$ cat config.mk
export PLATFORM = sky130hd
export DESIGN_NAME = lru_key_value_cache_flat
export DESIGN_NICKNAME = d
export VERILOG_FILES = /design/src/rtl/lkv_pkg.sv /design/src/rtl/lkv_if.sv /design/src/rtl/lru_key_value_cache.sv /design/src/rtl/lkv_ctrl.sv /design/src/rtl/lkv_datapath.sv /design/src/flat_wrapper.sv
export SDC_FILE = /design/constraint.sdc
export NUM_CORES = 2
export LEC_CHECK = 0
export BUFFER_PORTS_ARGS = -buffer_cell sky130_fd_sc_hd__buf_2
export CORE_UTILIZATION = 48
export CTS_CLUSTER_SIZE = 25
export DETAILED_ROUTE_END_ITERATION = 8
export GPL_TIMING_DRIVEN = 1
export PLACE_DENSITY = 0.66
export SYNTH_ARGS = -nofsm -noshare
export SYNTH_HDL_FRONTEND = slang
export SYNTH_SLANG_ARGS = --single-unit
$ cat constraint.sdc
create_clock -name clk -period 5.5 [get_ports clk]
set_input_delay 0.55 -clock clk [delete_from_list [all_inputs] [get_ports clk]]
set_output_delay 0.55 -clock clk [all_outputs]
set_load 0.005 [all_outputs]
$ cat src/rtl/lkv_pkg.sv
// ----------------------------------------------------------------------------
// LRU key/value cache package
// Shared constants, controller states and the command and status bundles
// that pass between the controller and the datapath.
// ----------------------------------------------------------------------------
package lkv_pkg;

  // Default sizes of the store.
  localparam int MAX_ENTRIES_DEF = 16;
  localparam int KEY_BITS_DEF    = 32;
  localparam int VALUE_BITS_DEF  = 32;

  // Fixed field widths of the configuration and result words.
  localparam int CAP_W  = 5;
  localparam int READ_W = 32;
  localparam int OCC_W  = 5;

  // Capacity after reset.
  localparam logic [CAP_W-1:0] CAP_RESET = CAP_W'(16);

  // Operation codes.
  localparam logic OP_GET = 1'b0;
  localparam logic OP_PUT = 1'b1;

  // Controller states.
  typedef enum logic [1:0] {
    ST_IDLE,
    ST_MATCH,
    ST_APPLY
  } lkv_state_t;

  // Commands from the controller to the datapath.
  typedef struct packed {
    logic load_item;
    logic latch_match;
    logic apply;
  } lkv_cmd_t;

  // Status from the datapath to the controller.
  typedef struct packed {
    logic out_free;
  } lkv_sts_t;

endpackage

$ cat src/rtl/lkv_if.sv
// ----------------------------------------------------------------------------
// LRU key/value cache channels
// Request, response and configuration channels, each with valid and ready.
// ----------------------------------------------------------------------------

// Request channel: one get or put operation per word.
interface lkv_req_if #(
  parameter int KEY_BITS   = lkv_pkg::KEY_BITS_DEF,
  parameter int VALUE_BITS = lkv_pkg::VALUE_BITS_DEF
);
  logic                  valid;
  logic                  ready;
  logic                  operation;
  logic [KEY_BITS-1:0]   lookup_key;
  logic [VALUE_BITS-1:0] write_value;

  modport source (output valid, output operation, output lookup_key,
                  output write_value, input ready);
  modport sink   (input valid, input operation, input lookup_key,
                  input write_value, output ready);
endinterface

// Response channel: one result word per request.
interface lkv_rsp_if;
  logic                         valid;
  logic                         ready;
  logic                         hit;
  logic [lkv_pkg::READ_W-1:0]   read_value;
  logic [lkv_pkg::OCC_W-1:0]    occupancy;

  modport source (output valid, output hit, output read_value,
                  output occupancy, input ready);
  modport sink   (input valid, input hit, input read_value,
                  input occupancy, output ready);
endinterface

// Configuration channel: writes the active capacity register.
interface lkv_cfg_if;
  logic                      valid;
  logic                      ready;
  logic [lkv_pkg::CAP_W-1:0] data;

  modport source (output valid, output data, input ready);
  modport sink   (input valid, input data, output ready);
endinterface

$ cat src/rtl/lru_key_value_cache.sv
// ----------------------------------------------------------------------------
// LRU key/value cache
// Fully associative key/value store with least-recently-used replacement.
// ----------------------------------------------------------------------------
// Each request word is a get or a put and yields exactly one response word
// with the hit flag, the value read on a get hit (zero otherwise) and the
// occupancy after the operation. A request passes through three phases: the
// accept of the word, the key compare that runs across all entries at once,
// and the update of the entry and its recency rank with the load of the
// response register. A new word is accepted only after the last one has been updated. The response
// register lets the next word be accepted while a response waits; the update
// phase only stalls when that register is still full. Configuration writes are
// always accepted and take effect at the next key compare.
module lru_key_value_cache #(
  parameter int MAX_ENTRIES = lkv_pkg::MAX_ENTRIES_DEF,
  parameter int KEY_BITS    = lkv_pkg::KEY_BITS_DEF,
  parameter int VALUE_BITS  = lkv_pkg::VALUE_BITS_DEF
) (
  input logic       clk,
  input logic       rst,
  lkv_req_if.sink   req,
  lkv_rsp_if.source rsp,
  lkv_cfg_if.sink   cfg
);
  import lkv_pkg::*;

  lkv_cmd_t cmd;
  lkv_sts_t sts;
  logic     in_ready;

  // Sequencing of each word.
  lkv_ctrl u_ctrl (
    .clk      (clk),
    .rst      (rst),
    .in_valid (req.valid),
    .in_ready (in_ready),
    .sts      (sts),
    .cmd      (cmd)
  );

  assign req.ready = in_ready;
  assign cfg.ready = 1'b1;

  // Entry store and result register.
  lkv_datapath #(
    .MAX_ENTRIES (MAX_ENTRIES),
    .KEY_BITS    (KEY_BITS),
    .VALUE_BITS  (VALUE_BITS)
  ) u_datapath (
    .clk            (clk),
    .rst            (rst),
    .cmd            (cmd),
    .sts            (sts),
    .in_operation   (req.operation),
    .in_key         (req.lookup_key),
    .in_value       (req.write_value),
    .cfg_valid      (cfg.valid),
    .cfg_data       (cfg.data),
    .out_valid      (rsp.valid),
    .out_ready      (rsp.ready),
    .out_hit        (rsp.hit),
    .out_read_value (rsp.read_value),
    .out_occupancy  (rsp.occupancy)
  );

endmodule

$ cat src/rtl/lkv_ctrl.sv
// ----------------------------------------------------------------------------
// LRU key/value cache controller
// Steps each accepted word through the compare and update phases and holds
// the update until the result register can take the result.
// ----------------------------------------------------------------------------
module lkv_ctrl (
  input  logic              clk,
  input  logic              rst,
  input  logic              in_valid,
  output logic              in_ready,
  input  lkv_pkg::lkv_sts_t sts,
  output lkv_pkg::lkv_cmd_t cmd
);
  import lkv_pkg::*;

  lkv_state_t state;
  lkv_state_t state_next;

  // State register.
  always_ff @(posedge clk) begin
    if (rst) begin
      state <= ST_IDLE;
    end else begin
      state <= state_next;
    end
  end

  // Next state.
  always_comb begin
    state_next = state;
    unique case (state)
      ST_IDLE: begin
        if (in_valid) state_next = ST_MATCH;
      end
      ST_MATCH: begin
        state_next = ST_APPLY;
      end
      ST_APPLY: begin
        if (sts.out_free) state_next = ST_IDLE;
      end
      default: begin
        state_next = ST_IDLE;
      end
    endcase
  end

  // Outputs.
  always_comb begin
    in_ready        = 1'b0;
    cmd.load_item   = 1'b0;
    cmd.latch_match = 1'b0;
    cmd.apply       = 1'b0;
    unique case (state)
      ST_IDLE: begin
        in_ready      = 1'b1;
        cmd.load_item = in_valid;
      end
      ST_MATCH: begin
        cmd.latch_match = 1'b1;
      end
      ST_APPLY: begin
        cmd.apply = sts.out_free;
      end
      default: begin
        in_ready = 1'b0;
      end
    endcase
  end

endmodule

$ cat src/rtl/lkv_datapath.sv
// ----------------------------------------------------------------------------
// LRU key/value cache datapath
// Entry keys, values, valid bits and recency ranks, the parallel key compare,
// the rank update and the result register.
// ----------------------------------------------------------------------------
module lkv_datapath #(
  parameter int MAX_ENTRIES = lkv_pkg::MAX_ENTRIES_DEF,
  parameter int KEY_BITS    = lkv_pkg::KEY_BITS_DEF,
  parameter int VALUE_BITS  = lkv_pkg::VALUE_BITS_DEF
) (
  input  logic                       clk,
  input  logic                       rst,
  input  lkv_pkg::lkv_cmd_t          cmd,
  output lkv_pkg::lkv_sts_t          sts,
  input  logic                       in_operation,
  input  logic [KEY_BITS-1:0]        in_key,
  input  logic [VALUE_BITS-1:0]      in_value,
  input  logic                       cfg_valid,
  input  logic [lkv_pkg::CAP_W-1:0]  cfg_data,
  output logic                       out_valid,
  input  logic                       out_ready,
  output logic                       out_hit,
  output logic [lkv_pkg::READ_W-1:0] out_read_value,
  output logic [lkv_pkg::OCC_W-1:0]  out_occupancy
);
  import lkv_pkg::*;

  localparam int IDX_W  = (MAX_ENTRIES > 1) ? $clog2(MAX_ENTRIES) : 1;
  localparam int RANK_W = IDX_W;
  localparam int CNT_W  = $clog2(MAX_ENTRIES + 1);
  localparam int CMP_W  = (CNT_W > CAP_W) ? CNT_W : CAP_W;

  // Entry storage; keys and values are only read for valid entries.
  logic [KEY_BITS-1:0]   entry_key   [MAX_ENTRIES];
  logic [VALUE_BITS-1:0] entry_value [MAX_ENTRIES];
  logic [MAX_ENTRIES-1:0] entry_valid;
  logic [RANK_W-1:0]     recency_rank [MAX_ENTRIES];
  logic [CNT_W-1:0]      entry_count;
  logic [CAP_W-1:0]      active_capacity;

  // Registered request word.
  logic                  op;
  logic [KEY_BITS-1:0]   key;
  logic [VALUE_BITS-1:0] value;

  // Registered compare outcome.
  logic               hit;
  logic               insert;
  logic               modify;
  logic [IDX_W-1:0]   slot;
  logic [CNT_W-1:0]   rank_top;
  logic [READ_W-1:0]  read_value;

  // Compare-phase signals.
  logic [MAX_ENTRIES-1:0] match_vec;
  logic [IDX_W-1:0]       match_idx;
  logic [RANK_W-1:0]      match_rank;
  logic [VALUE_BITS-1:0]  match_value;
  logic [IDX_W-1:0]       lru_idx;
  logic [IDX_W-1:0]       free_idx;
  logic [RANK_W-1:0]      last_rank;
  logic [CMP_W-1:0]       cap_eff;
  logic [CMP_W-1:0]       cap_raw;
  logic                   need_evict;
  logic                   hit_c;
  logic [CNT_W-1:0]       occ_next;

  // The request word is held for the compare and update phases.
  always_ff @(posedge clk) begin
    if (cmd.load_item) begin
      op    <= in_operation;
      key   <= in_key;
      value <= in_value;
    end
  end

  // Capacity register; configuration is always accepted.
  always_ff @(posedge clk) begin
    if (rst) begin
      active_capacity <= CAP_RESET;
    end else if (cfg_valid) begin
      active_capacity <= cfg_data;
    end
  end

  // Effective capacity clamped to the range 1 .. MAX_ENTRIES.
  always_comb begin
    cap_raw = CMP_W'(active_capacity);
    if (cap_raw == '0) begin
      cap_eff = CMP_W'(1);
    end else if (cap_raw > CMP_W'(MAX_ENTRIES)) begin
      cap_eff = CMP_W'(MAX_ENTRIES);
    end else begin
      cap_eff = cap_raw;
    end
  end

  // Parallel key compare, least recent entry and lowest free entry.
  // Valid ranks are always 0 .. entry_count-1, so the least recent entry
  // is the valid one whose rank is entry_count-1.
  always_comb begin
    last_rank   = RANK_W'(entry_count - 1'b1);
    match_idx   = '0;
    match_rank  = '0;
    match_value = '0;
    lru_idx     = '0;
    free_idx    = '0;
    for (int i = 0; i < MAX_ENTRIES; i++) begin
      match_vec[i] = entry_valid[i] && (entry_key[i] == key);
      if (match_vec[i]) begin
        match_idx   = match_idx | IDX_W'(i);
        match_rank  = match_rank | recency_rank[i];
        match_value = match_value | entry_value[i];
      end
      if (entry_valid[i] && (recency_rank[i] == last_rank)) begin
        lru_idx = lru_idx | IDX_W'(i);
      end
    end
    for (int i = MAX_ENTRIES - 1; i >= 0; i--) begin
      if (!entry_valid[i]) free_idx = IDX_W'(i);
    end
    hit_c      = |match_vec;
    need_evict = CMP_W'(entry_count) >= cap_eff;
  end

  // Latch the compare outcome: target slot and the rank it moves up from.
  always_ff @(posedge clk) begin
    if (cmd.latch_match) begin
      hit        <= hit_c;
      modify     <= hit_c || (op == OP_PUT);
      insert     <= !hit_c && (op == OP_PUT) && !need_evict;
      read_value <= (hit_c && (op == OP_GET)) ? READ_W'(match_value) : '0;
      if (hit_c) begin
        slot     <= match_idx;
        rank_top <= CNT_W'(match_rank);
      end else if (need_evict) begin
        slot     <= lru_idx;
        rank_top <= entry_count - 1'b1;
      end else begin
        slot     <= free_idx;
        rank_top <= entry_count;
      end
    end
  end

  assign occ_next = insert ? (entry_count + 1'b1) : entry_count;

  // Control state of the entries: valid bits, ranks and the fill count.
  always_ff @(posedge clk) begin
    if (rst) begin
      entry_valid <= '0;
      entry_count <= '0;
      for (int i = 0; i < MAX_ENTRIES; i++) begin
        recency_rank[i] <= '0;
      end
    end else if (cmd.apply && modify) begin
      entry_count <= occ_next;
      for (int i = 0; i < MAX_ENTRIES; i++) begin
        if (IDX_W'(i) == slot) begin
          recency_rank[i] <= '0;
          if (insert) entry_valid[i] <= 1'b1;
        end else if (entry_valid[i] && (CNT_W'(recency_rank[i]) < rank_top)) begin
          recency_rank[i] <= recency_rank[i] + 1'b1;
        end
      end
    end
  end

  // Entry payload: a put writes the value, a new key also writes the key.
  always_ff @(posedge clk) begin
    if (cmd.apply && (op == OP_PUT)) begin
      entry_value[slot] <= value;
      if (!hit) entry_key[slot] <= key;
    end
  end

  // Result register.
  always_ff @(posedge clk) begin
    if (rst) begin
      out_valid <= 1'b0;
    end else if (cmd.apply) begin
      out_valid <= 1'b1;
    end else if (out_ready) begin
      out_valid <= 1'b0;
    end
  end

  always_ff @(posedge clk) begin
    if (cmd.apply) begin
      out_hit        <= hit;
      out_read_value <= read_value;
      out_occupancy  <= OCC_W'(occ_next);
    end
  end

  assign sts.out_free = !out_valid || out_ready;

  // A key is held by at most one valid entry.
  assert property (@(posedge clk) disable iff (rst) $onehot0(match_vec))
    else $error("key present in more than one entry");

  // The fill count matches the number of valid entries.
  assert property (@(posedge clk) disable iff (rst)
    $countones(entry_valid) == int'(entry_count))
    else $error("fill count differs from valid entries");

  // The fill count never exceeds the store size.
  assert property (@(posedge clk) disable iff (rst)
    int'(entry_count) <= MAX_ENTRIES)
    else $error("fill count above store size");

  // An insert into a free entry raises the fill count by one.
  assert property (@(posedge clk) disable iff (rst)
    cmd.apply && modify && insert |=> entry_count == $past(entry_count) + 1'b1)
    else $error("insert did not raise fill count");

  // The updated entry becomes the most recent one.
  assert property (@(posedge clk) disable iff (rst)
    cmd.apply && modify |=> recency_rank[$past(slot)] == '0)
    else $error("updated entry is not most recent");

endmodule

$ cat src/flat_wrapper.sv
// flat-port wrapper written by rule: the top's interface ports become plain ports
module lru_key_value_cache_flat import lkv_pkg::*;
#(
  parameter int MAX_ENTRIES = lkv_pkg::MAX_ENTRIES_DEF,
  parameter int KEY_BITS    = lkv_pkg::KEY_BITS_DEF,
  parameter int VALUE_BITS  = lkv_pkg::VALUE_BITS_DEF
)
  (clk, rst, req_valid, req_operation, req_lookup_key, req_write_value, req_ready, rsp_valid, rsp_hit, rsp_read_value, rsp_occupancy, rsp_ready, cfg_valid, cfg_data, cfg_ready);
  lkv_req_if #(.KEY_BITS(KEY_BITS), .VALUE_BITS(VALUE_BITS)) req_i ();
  lkv_rsp_if rsp_i ();
  lkv_cfg_if cfg_i ();
  input logic clk;
  input logic rst;
  input wire logic [$bits(req_i.valid)-1:0] req_valid;
  input wire logic [$bits(req_i.operation)-1:0] req_operation;
  input wire logic [$bits(req_i.lookup_key)-1:0] req_lookup_key;
  input wire logic [$bits(req_i.write_value)-1:0] req_write_value;
  output wire logic [$bits(req_i.ready)-1:0] req_ready;
  output wire logic [$bits(rsp_i.valid)-1:0] rsp_valid;
  output wire logic [$bits(rsp_i.hit)-1:0] rsp_hit;
  output wire logic [$bits(rsp_i.read_value)-1:0] rsp_read_value;
  output wire logic [$bits(rsp_i.occupancy)-1:0] rsp_occupancy;
  input wire logic [$bits(rsp_i.ready)-1:0] rsp_ready;
  input wire logic [$bits(cfg_i.valid)-1:0] cfg_valid;
  input wire logic [$bits(cfg_i.data)-1:0] cfg_data;
  output wire logic [$bits(cfg_i.ready)-1:0] cfg_ready;
  assign req_i.valid = req_valid;
  assign req_i.operation = req_operation;
  assign req_i.lookup_key = req_lookup_key;
  assign req_i.write_value = req_write_value;
  assign req_ready = req_i.ready;
  assign rsp_valid = rsp_i.valid;
  assign rsp_hit = rsp_i.hit;
  assign rsp_read_value = rsp_i.read_value;
  assign rsp_occupancy = rsp_i.occupancy;
  assign rsp_i.ready = rsp_ready;
  assign cfg_i.valid = cfg_valid;
  assign cfg_i.data = cfg_data;
  assign cfg_ready = cfg_i.ready;
  lru_key_value_cache #(.MAX_ENTRIES(MAX_ENTRIES), .KEY_BITS(KEY_BITS), .VALUE_BITS(VALUE_BITS)) u_core (.clk(clk), .rst(rst), .req(req_i), .rsp(rsp_i), .cfg(cfg_i));
endmodule
; ---- Word level (Yosys, flattened, before mapping)
; Memory sizes are Yosys's and may differ from the RTL's.
; Index checks and enable logic that the tools add are counted.
; Widths: inputs -> output; s select.
[totals]
out_inout_bits = 41
word_cells = 541
memories = 3
ramBits = 1088
ff_bits = 176
[classes]
eq_ne = 50
n_lt_le_gt_ge = 18
addsub = 18
n_reduce_logical = 79
bitwise_logic = 63
mux = 277
[mem_list]
columns = memory, depth, word_bits, read_ports, rd_ports_with_merged_regs, wr, line
row1 = u_core.u_datapath.entry_key, 16, 32, 16, 0, 1, lkv_datapath.sv:34  ; logic [KEY_BITS-1:0] entry_key [MAX_ENTRIES];
row2 = u_core.u_datapath.entry_value, 16, 32, 16, 0, 1, lkv_datapath.sv:35  ; logic [VALUE_BITS-1:0] entry_value [MAX_ENTRIES];
row3 = u_core.u_datapath.recency_rank, 16, 4, 16, 0, 16, lkv_datapath.sv:37  ; logic [RANK_W-1:0] recency_rank [MAX_ENTRIES];
[ops]
columns = op, n
row1 = $eq 32x32->1, 16
row2 = $mux 32, 16
row3 = $or 32x32->32, 15
row4 = $mux 4, 83
row5 = $mux 1, 159
row6 = $lt 4x5->1, 16
row7 = $add 4x1->4 const B, 16
row8 = $eq 4x4->1, 15
row9 = $or 4x4->4, 15
row10 = $logic_and 1x1->1, 52
row11 = $reduce_and 3->1, 16
row12 = $eq 4x4->1 const A, 8
row13 = $or 1x1->1, 32
row14 = $mux 3, 8
row15 = $mux 5, 4
row16 = $eq 3x4->1 const A, 4
row17 = $reduce_or 16->1, 1
row18 = $mux 2, 6
row19 = $eq 2x4->1 const A, 2
row20 = $pmux 2 s3, 1
row21 = $add 5x1->5 const B, 1
row22 = $ge 5x5->1, 1
row23 = $gt 5x5->1 const B, 1
row24 = $logic_not 5->1, 1
row25 = other kinds (12), 16

; ---- Depth between registers and ports, before layout
; An unclocked memory read counts as a cell.
[depth]
word_depth = 35
depth_mapped = 14
ltp_nobuf = 12

; ---- Modules after synthesis
; A second synthesis with hierarchy kept.
[hier_totals]
cells_unflattened = 3131
area_unflattened_um2 = 51755.9
[modules_own_cells]
columns = mod, area_each_um2, cells_each, n_inst, seq_area_each_um2
row1 = lkv_datapath, 51639.5, 3119, 1, 37626.1
row2 = lkv_ctrl, 105.1, 10, 1, 40.0
row3 = lru_key_value_cache, 11.3, 2, 1, 0.0

; ---- Least setup slack after synthesis
; No wires, ideal clock.
[synth_timing]
kind = input to register
from = input rsp_ready
to = memory u_core.u_datapath.entry_key[14][0] (netlist bit), enable pin
cell_stages = 7
path_slack_ns = -0.067
required_time_ns = 5.079
arrival_ns = 5.146
path_cell_list = nand2b_1 > nor2b_1 > nand2_1 > or2_2 > clkbuf_1 > clkbuf_1 > nor2_1
[synth_rtl]
columns = element, line
row1 = "start, declared", flat_wrapper.sv:23  ; input wire logic [$bits(rsp_i.ready)-1:0] rsp_ready;
row2 = "end, declared", lkv_datapath.sv:34

; ---- Final worst setup path
[layout_timing]
from = register u_core.u_datapath.key[18]
to = register u_core.u_datapath.read_value[23] (data pin)
[layout_via]
elab_chain_len = 33
word_cells_on_any_way = 65
[layout_lines]
columns = element, line
row1 = "start, declared", lkv_datapath.sv:43  ; logic [KEY_BITS-1:0] key;
row2 = "start signal, assigned", lkv_datapath.sv:72  ; key <= in_key;
row3 = $eq 32x32->1, lkv_datapath.sv:109  ; match_vec[i] = entry_valid[i] && (entry_key[i] == key);
row4 = $logic_and 1x1->1, lkv_datapath.sv:109
row5 = $mux 32, lkv_datapath.sv:110  ; if (match_vec[i]) begin
row6 = $or 32x32->32, lkv_datapath.sv:113  ; match_value = match_value | entry_value[i];
row7 = $mux 32, lkv_datapath.sv:110
row8 = $or 32x32->32, lkv_datapath.sv:113
row9 = $mux 32, lkv_datapath.sv:110
row10 = $or 32x32->32, lkv_datapath.sv:113
row11 = (+17 left out), n/a
row12 = $or 32x32->32, lkv_datapath.sv:113
row13 = $mux 32, lkv_datapath.sv:110
row14 = $or 32x32->32, lkv_datapath.sv:113
row15 = $mux 32, lkv_datapath.sv:110
row16 = $or 32x32->32, lkv_datapath.sv:113
row17 = $mux 32, lkv_datapath.sv:110
row18 = $or 32x32->32, lkv_datapath.sv:113
row19 = $mux 32, lkv_datapath.sv:110
row20 = "end signal, assigned", lkv_datapath.sv:132  ; read_value <= (hit_c && (op == OP_GET)) ? READ_W'(match_value) : '0;
row21 = "end, declared", lkv_datapath.sv:52  ; logic [READ_W-1:0] read_value;
; Parallel ways exist; a longest one is shown, timed or not.
; A chain may end at the register's enable or synchronous reset.

==> results.py <==
metrics = {
    "detailed_routing": {
        "first_pass_iters": 8,
        "final_antenna_violating_net_count": 0,
        "post_drt_wl_per_cell_um": 28.3,
        "drt-vias-per-instance": 6.04,
        "postRouteWirelength_mm": 138,
        "dr_total_vias": 29433,
        "detail_route.iter0.violations": 3260,
        "drc_violation_count_after_routing": 0,
    },
    "die": {
        "die_height_um": 330,
        "dieArea_mm2": 0.109,
        "ports": 116,
        "placeableCoreArea_mm2": 0.106,
        "chipWidth_um": 330,
        "rows": 119,
        "floorplan.initialDensity_pct": 48.7,
    },
    "clocking": {
        "clockRootBuffer": "sky130_fd_sc_hd__clkbuf_16",
        "cts_tree": "yes",
        "clkTransAtPathRegs_ps": 60,
        "h_tree_level_count": 4,
        "post_cts.resized_instances": 0,
        "number_of_buffers_between_clock_root_and_the_deepest_sink": 3,
        "post-cts-setup-buffers": 0,
        "clock_sink_count": 1264,
        "cts_buffers": 131,
        "clkLatencyLatePin_ps": 760,
        "postCtsHoldBufs": 59,
    },
    "sta": {
        "setup_viol": 0,
        "worst_slew_margin_rel_pct": 20.3,
        "report.final.slew_viol_count": 0,
        "period_needed_ps": 4480,
        "timing.clock.skew_ps": 29.3,
        "worst-slew-pin-transition_ps": 1190,
        "fin_worst_hold_slack_ps": 27.0,
        "rsz0062_at_grt": "false",
        "finalSetupTns_ps": 0,
        "fin_crit_sh_pct": 81.5,
        "max_freq_ghz": 0.223,
        "timing_hold_violations_final": 0,
    },
    "worst_setup_path": {
        "reg2reg_slack_ps": 1020,
        "worstPathBufferInverterCount": 0,
        "timing.critical_path.to_type": "register",
        "worst-endpoint-arrival_ps": 5050,
        "maximum_fanout_count_along_the_critical_path": 32,
        "cp_slowest_cell": "sky130_fd_sc_hd__edfxtp_1",
        "crit_path_cell_trace": "xor2_1, nor4_1, nand4_1, nor4_4, nor4_1, nand4_2, nand2_4, a31oi_1",
        "path_class": "register to register",
        "startpoint_type": "register",
        "slowest_delay_ps": 1030,
        "cp_top_family": "simple AND/OR/NAND/NOR gates",
        "crit_path_frequent_cell": "sky130_fd_sc_hd__nor4_1",
        "crit_required_ps": 6060,
    },
    "synth": {
        "synth-seq-cells": 1264,
        "syn-num-nets": 3261,
        "synth_top_family_by_area": "XOR/XNOR gates",
        "synth_xor_area_share_pct": 10.5,
        "post_synth_num_cell_types": 60,
        "synthesized_area_per_cell_um2": 16.6,
        "synth-edff-count": 1235,
        "asyncSetResetFlopFracSynth_pct": 0,
        "count_of_synthesis_stage_warnings_from_yosys": 0,
        "synth_compound_gate_area_share_pct": 7.10,
        "yosysSeqAreaShare_pct": 72.9,
        "post_synth_instance_area_mm2": 0.0517,
        "dominantRegCellSynth": "sky130_fd_sc_hd__edfxtp_1",
        "synth.mux.area_fraction_pct": 0.201,
        "netlist_instances": 3115,
        "synthAdderAreaFrac_pct": 1.72,
        "post_synth_and_or_nand_nor_area_fraction_pct": 5.26,
    },
    "flow_run": {
        "cap_violations": 0,
    },
    "pwr": {
        "pwr-share-comb_pct": 3.6,
        "seqPwrFrac_pct": 53.6,
        "power_frac_clock_pct": 42.8,
        "max-vdd-ir-drop_uv": 277,
        "powerDensity_mw_per_mm2": 343,
        "cellLeakagePower_nw": 19.7,
        "power_switching_share_pct": 21.6,
        "internal_power_mw": 15.8,
        "p_sw_mw": 4.37,
    },
    "grt": {
        "grt_first_pass_wirelength_mm": 200,
        "first_global_vias": 29622,
        "grt_overflow_total": 0,
        "antenna_violations_before_repair": 1,
        "largest_net_degree_at_the_start_of_global_routing": 46,
        "gr-usage-all-layers_pct": 25.4,
    },
    "layout": {
        "nFillCells": 8166,
        "final_nets": 3522,
        "layout.cells.non_filler": 4870,
        "fraction_of_final_layout_cells_sized_beyond_drive_strength_1_pct": 14.1,
        "finalCoreUtilization_pct": 55.6,
        "final_cell_area_mm2": 0.0589,
        "synthToLayoutAreaGrowth_pct": 14.1,
    },
    "placement": {
        "detailedPlacementHpwl_mm": 78.1,
        "io_buffer_count": 114,
        "post-place-cells": 4574,
        "gpl.final_weighted_congestion": 0.889,
        "dpl-instance-area_mm2": 0.0541,
    },
    "run_status": {
        "outcome": "complete, no violations",
    },
    "min_path": {
        "hold_wc_path_type": "input pin to register",
    },
}
==> kinds of logic (layout without fill, tap and decap cells) <==
| family | Yosys count | in the layout |
|---|---|---|
| other | 1 | 2 |
| DFF | 1264 | 1264 |
| adders and majority gates | 71 | 71 |
| AOI/OAI and AO/OA | 455 | 455 |
| xor gates and xnor gates | 613 | 613 |
| and+or+nand+nor | 504 | 504 |
| muxes | 10 | 10 |
| buffers and inverters | 197 | 560 |
==> worst register-to-register path, delay by kind of cell (launching register included) <==
| kind | cells | cell delay [ps] |
|---|---|---|
| flops | 1 | 1030 |
| xor+xnor | 1 | 200 |
| compound gates | 1 | 380 |
| simple gates | 6 | 2700 |
==> metal layers <==
metal	share of wire, %	wire length [um]	vias to the layer above	global-route usage [%]
met5	0	0	-	0
met4	3.3	4570	0	9.52
met3	8.4	11600	281	4.37
met2	49	67000	1555	41.8
met1	40	54900	14979	33.8
li1	-	-	12618	-
==> cell usage after synthesis (33+ instances only) <==
library cell               count  area (um2)
sky130_fd_sc_hd__nor2_1      120         450
sky130_fd_sc_hd__a21o_1       36         270
sky130_fd_sc_hd__buf_2        47         235
sky130_fd_sc_hd__a221oi_1    108         946
sky130_fd_sc_hd__nand4_1      35         219
sky130_fd_sc_hd__nor3_1       36         180
sky130_fd_sc_hd__xor2_1      519        4550
sky130_fd_sc_hd__nor4_1      118         738
sky130_fd_sc_hd__and3_1       35         219
sky130_fd_sc_hd__a22oi_1      72         541
sky130_fd_sc_hd__ha_1         71         888
sky130_fd_sc_hd__nand2_1      39         146
sky130_fd_sc_hd__buf_4        62         465
sky130_fd_sc_hd__edfxtp_1   1235       37100
sky130_fd_sc_hd__a22o_1      108         946
sky130_fd_sc_hd__xnor2_1      88         771
sky130_fd_sc_hd__inv_1        33         124
sky130_fd_sc_hd__nand3_1      61         305
==> worst paths after layout <==
path              cells after the start                                    to                             start
setup / recovery                      8      u_core.u_datapath.read_value[23]         u_core.u_datapath.key[18]
hold / removal                        1            u_core.u_datapath.value[1]                req_write_value[1]
setup reg to reg                      8      u_core.u_datapath.read_value[23]         u_core.u_datapath.key[18]
hold reg to reg                       0  u_core.u_datapath.out_read_value[23]  u_core.u_datapath.read_value[23]
==> cell type report <==
cell class,instances,area (um2),area share (%)
Clock inverter,82,790,1.34
Timing Repair Buffer,291,2140,3.63
Inverter,34,128,0.217
Antenna cell,1,2.50,0.00425
Multi-Input combinational cell,1654,13100,22.2
Clock buffer,153,3400,5.77
Tap cell,1391,1740,2.95
Sequential cell,1264,37700,63.9
==> metrics by stage <==
stage | worst slack [ps] | power (mW)
6_report | 1020 | 20.2
5_1_grt | 998 | 20.7
4_1_cts | 1090 | 20.3
3_5_place_dp | 1100 | 11.7
3_3_place_gp | 1170 | 11.7
2_1_floorplan | 829 | 11.4
==> cells in the final DEF, fill, tap and decap left out, types with 10 or more instances in the layout <==
master and n:
sky130_fd_sc_hd__nand3_1 61, sky130_fd_sc_hd__nor3_2 11, sky130_fd_sc_hd__clkbuf_16 132, sky130_fd_sc_hd__and3_1 35, sky130_fd_sc_hd__a31oi_2 10, sky130_fd_sc_hd__o211ai_1 19
sky130_fd_sc_hd__nor3_1 25, sky130_fd_sc_hd__nor2_4 17, sky130_fd_sc_hd__nand2b_1 32, sky130_fd_sc_hd__nand2_1 39, sky130_fd_sc_hd__nand4_1 35, sky130_fd_sc_hd__a31oi_1 24
sky130_fd_sc_hd__edfxtp_1 1235, sky130_fd_sc_hd__a22o_1 108, sky130_fd_sc_hd__xor2_1 519, sky130_fd_sc_hd__buf_2 114, sky130_fd_sc_hd__buf_4 110, sky130_fd_sc_hd__ha_1 71
sky130_fd_sc_hd__nor4_1 117, sky130_fd_sc_hd__nor2_2 15, sky130_fd_sc_hd__nor2_1 88, sky130_fd_sc_hd__a21oi_1 27, sky130_fd_sc_hd__a22oi_1 72, sky130_fd_sc_hd__clkbuf_1 19
sky130_fd_sc_hd__a221oi_1 108, sky130_fd_sc_hd__clkinv_1 26, sky130_fd_sc_hd__o2111ai_1 17, sky130_fd_sc_hd__dlygate4sd3_1 60, sky130_fd_sc_hd__dfxtp_1 29, sky130_fd_sc_hd__inv_1 33
sky130_fd_sc_hd__a21o_1 36, sky130_fd_sc_hd__clkinv_2 27, sky130_fd_sc_hd__xnor2_1 88
==> state kept, by name, indices dropped and copies added (netlist names) <==
name / flops
u_core.u_datapath.hit: 1
u_core.u_datapath.out_hit: 1
u_core.u_datapath.entry_value: 512
u_core.u_datapath.value: 32
u_core.u_datapath.recency_rank: 64
u_core.u_datapath.op: 1
u_core.u_datapath.read_value: 32
u_core.u_datapath.out_read_value: 32
u_core.u_datapath.out_valid: 1
u_core.u_datapath.rank_top: 5
u_core.u_datapath.out_occupancy: 5
u_core.u_datapath.active_capacity: 5
u_core.u_datapath.key: 32
u_core.u_datapath.entry_key: 512
u_core.u_datapath.insert: 1
u_core.u_datapath.entry_valid: 16
u_core.u_ctrl.state: 2
u_core.u_datapath.slot: 4
u_core.u_datapath.entry_count: 5
u_core.u_datapath.modify: 1
==> power by group through the flow <==
stage,Sequential (mW),Clock [mW],Combinational (mW)
finish,10.8,8.66,0.728
global route,10.8,9.12,0.783
CTS,10.8,8.77,0.729
detailed placement,11.0,0,0.692
global placement,11.0,0,0.675
floorplan,11.0,0,0.431
Power figures use the tool's default switching activity.
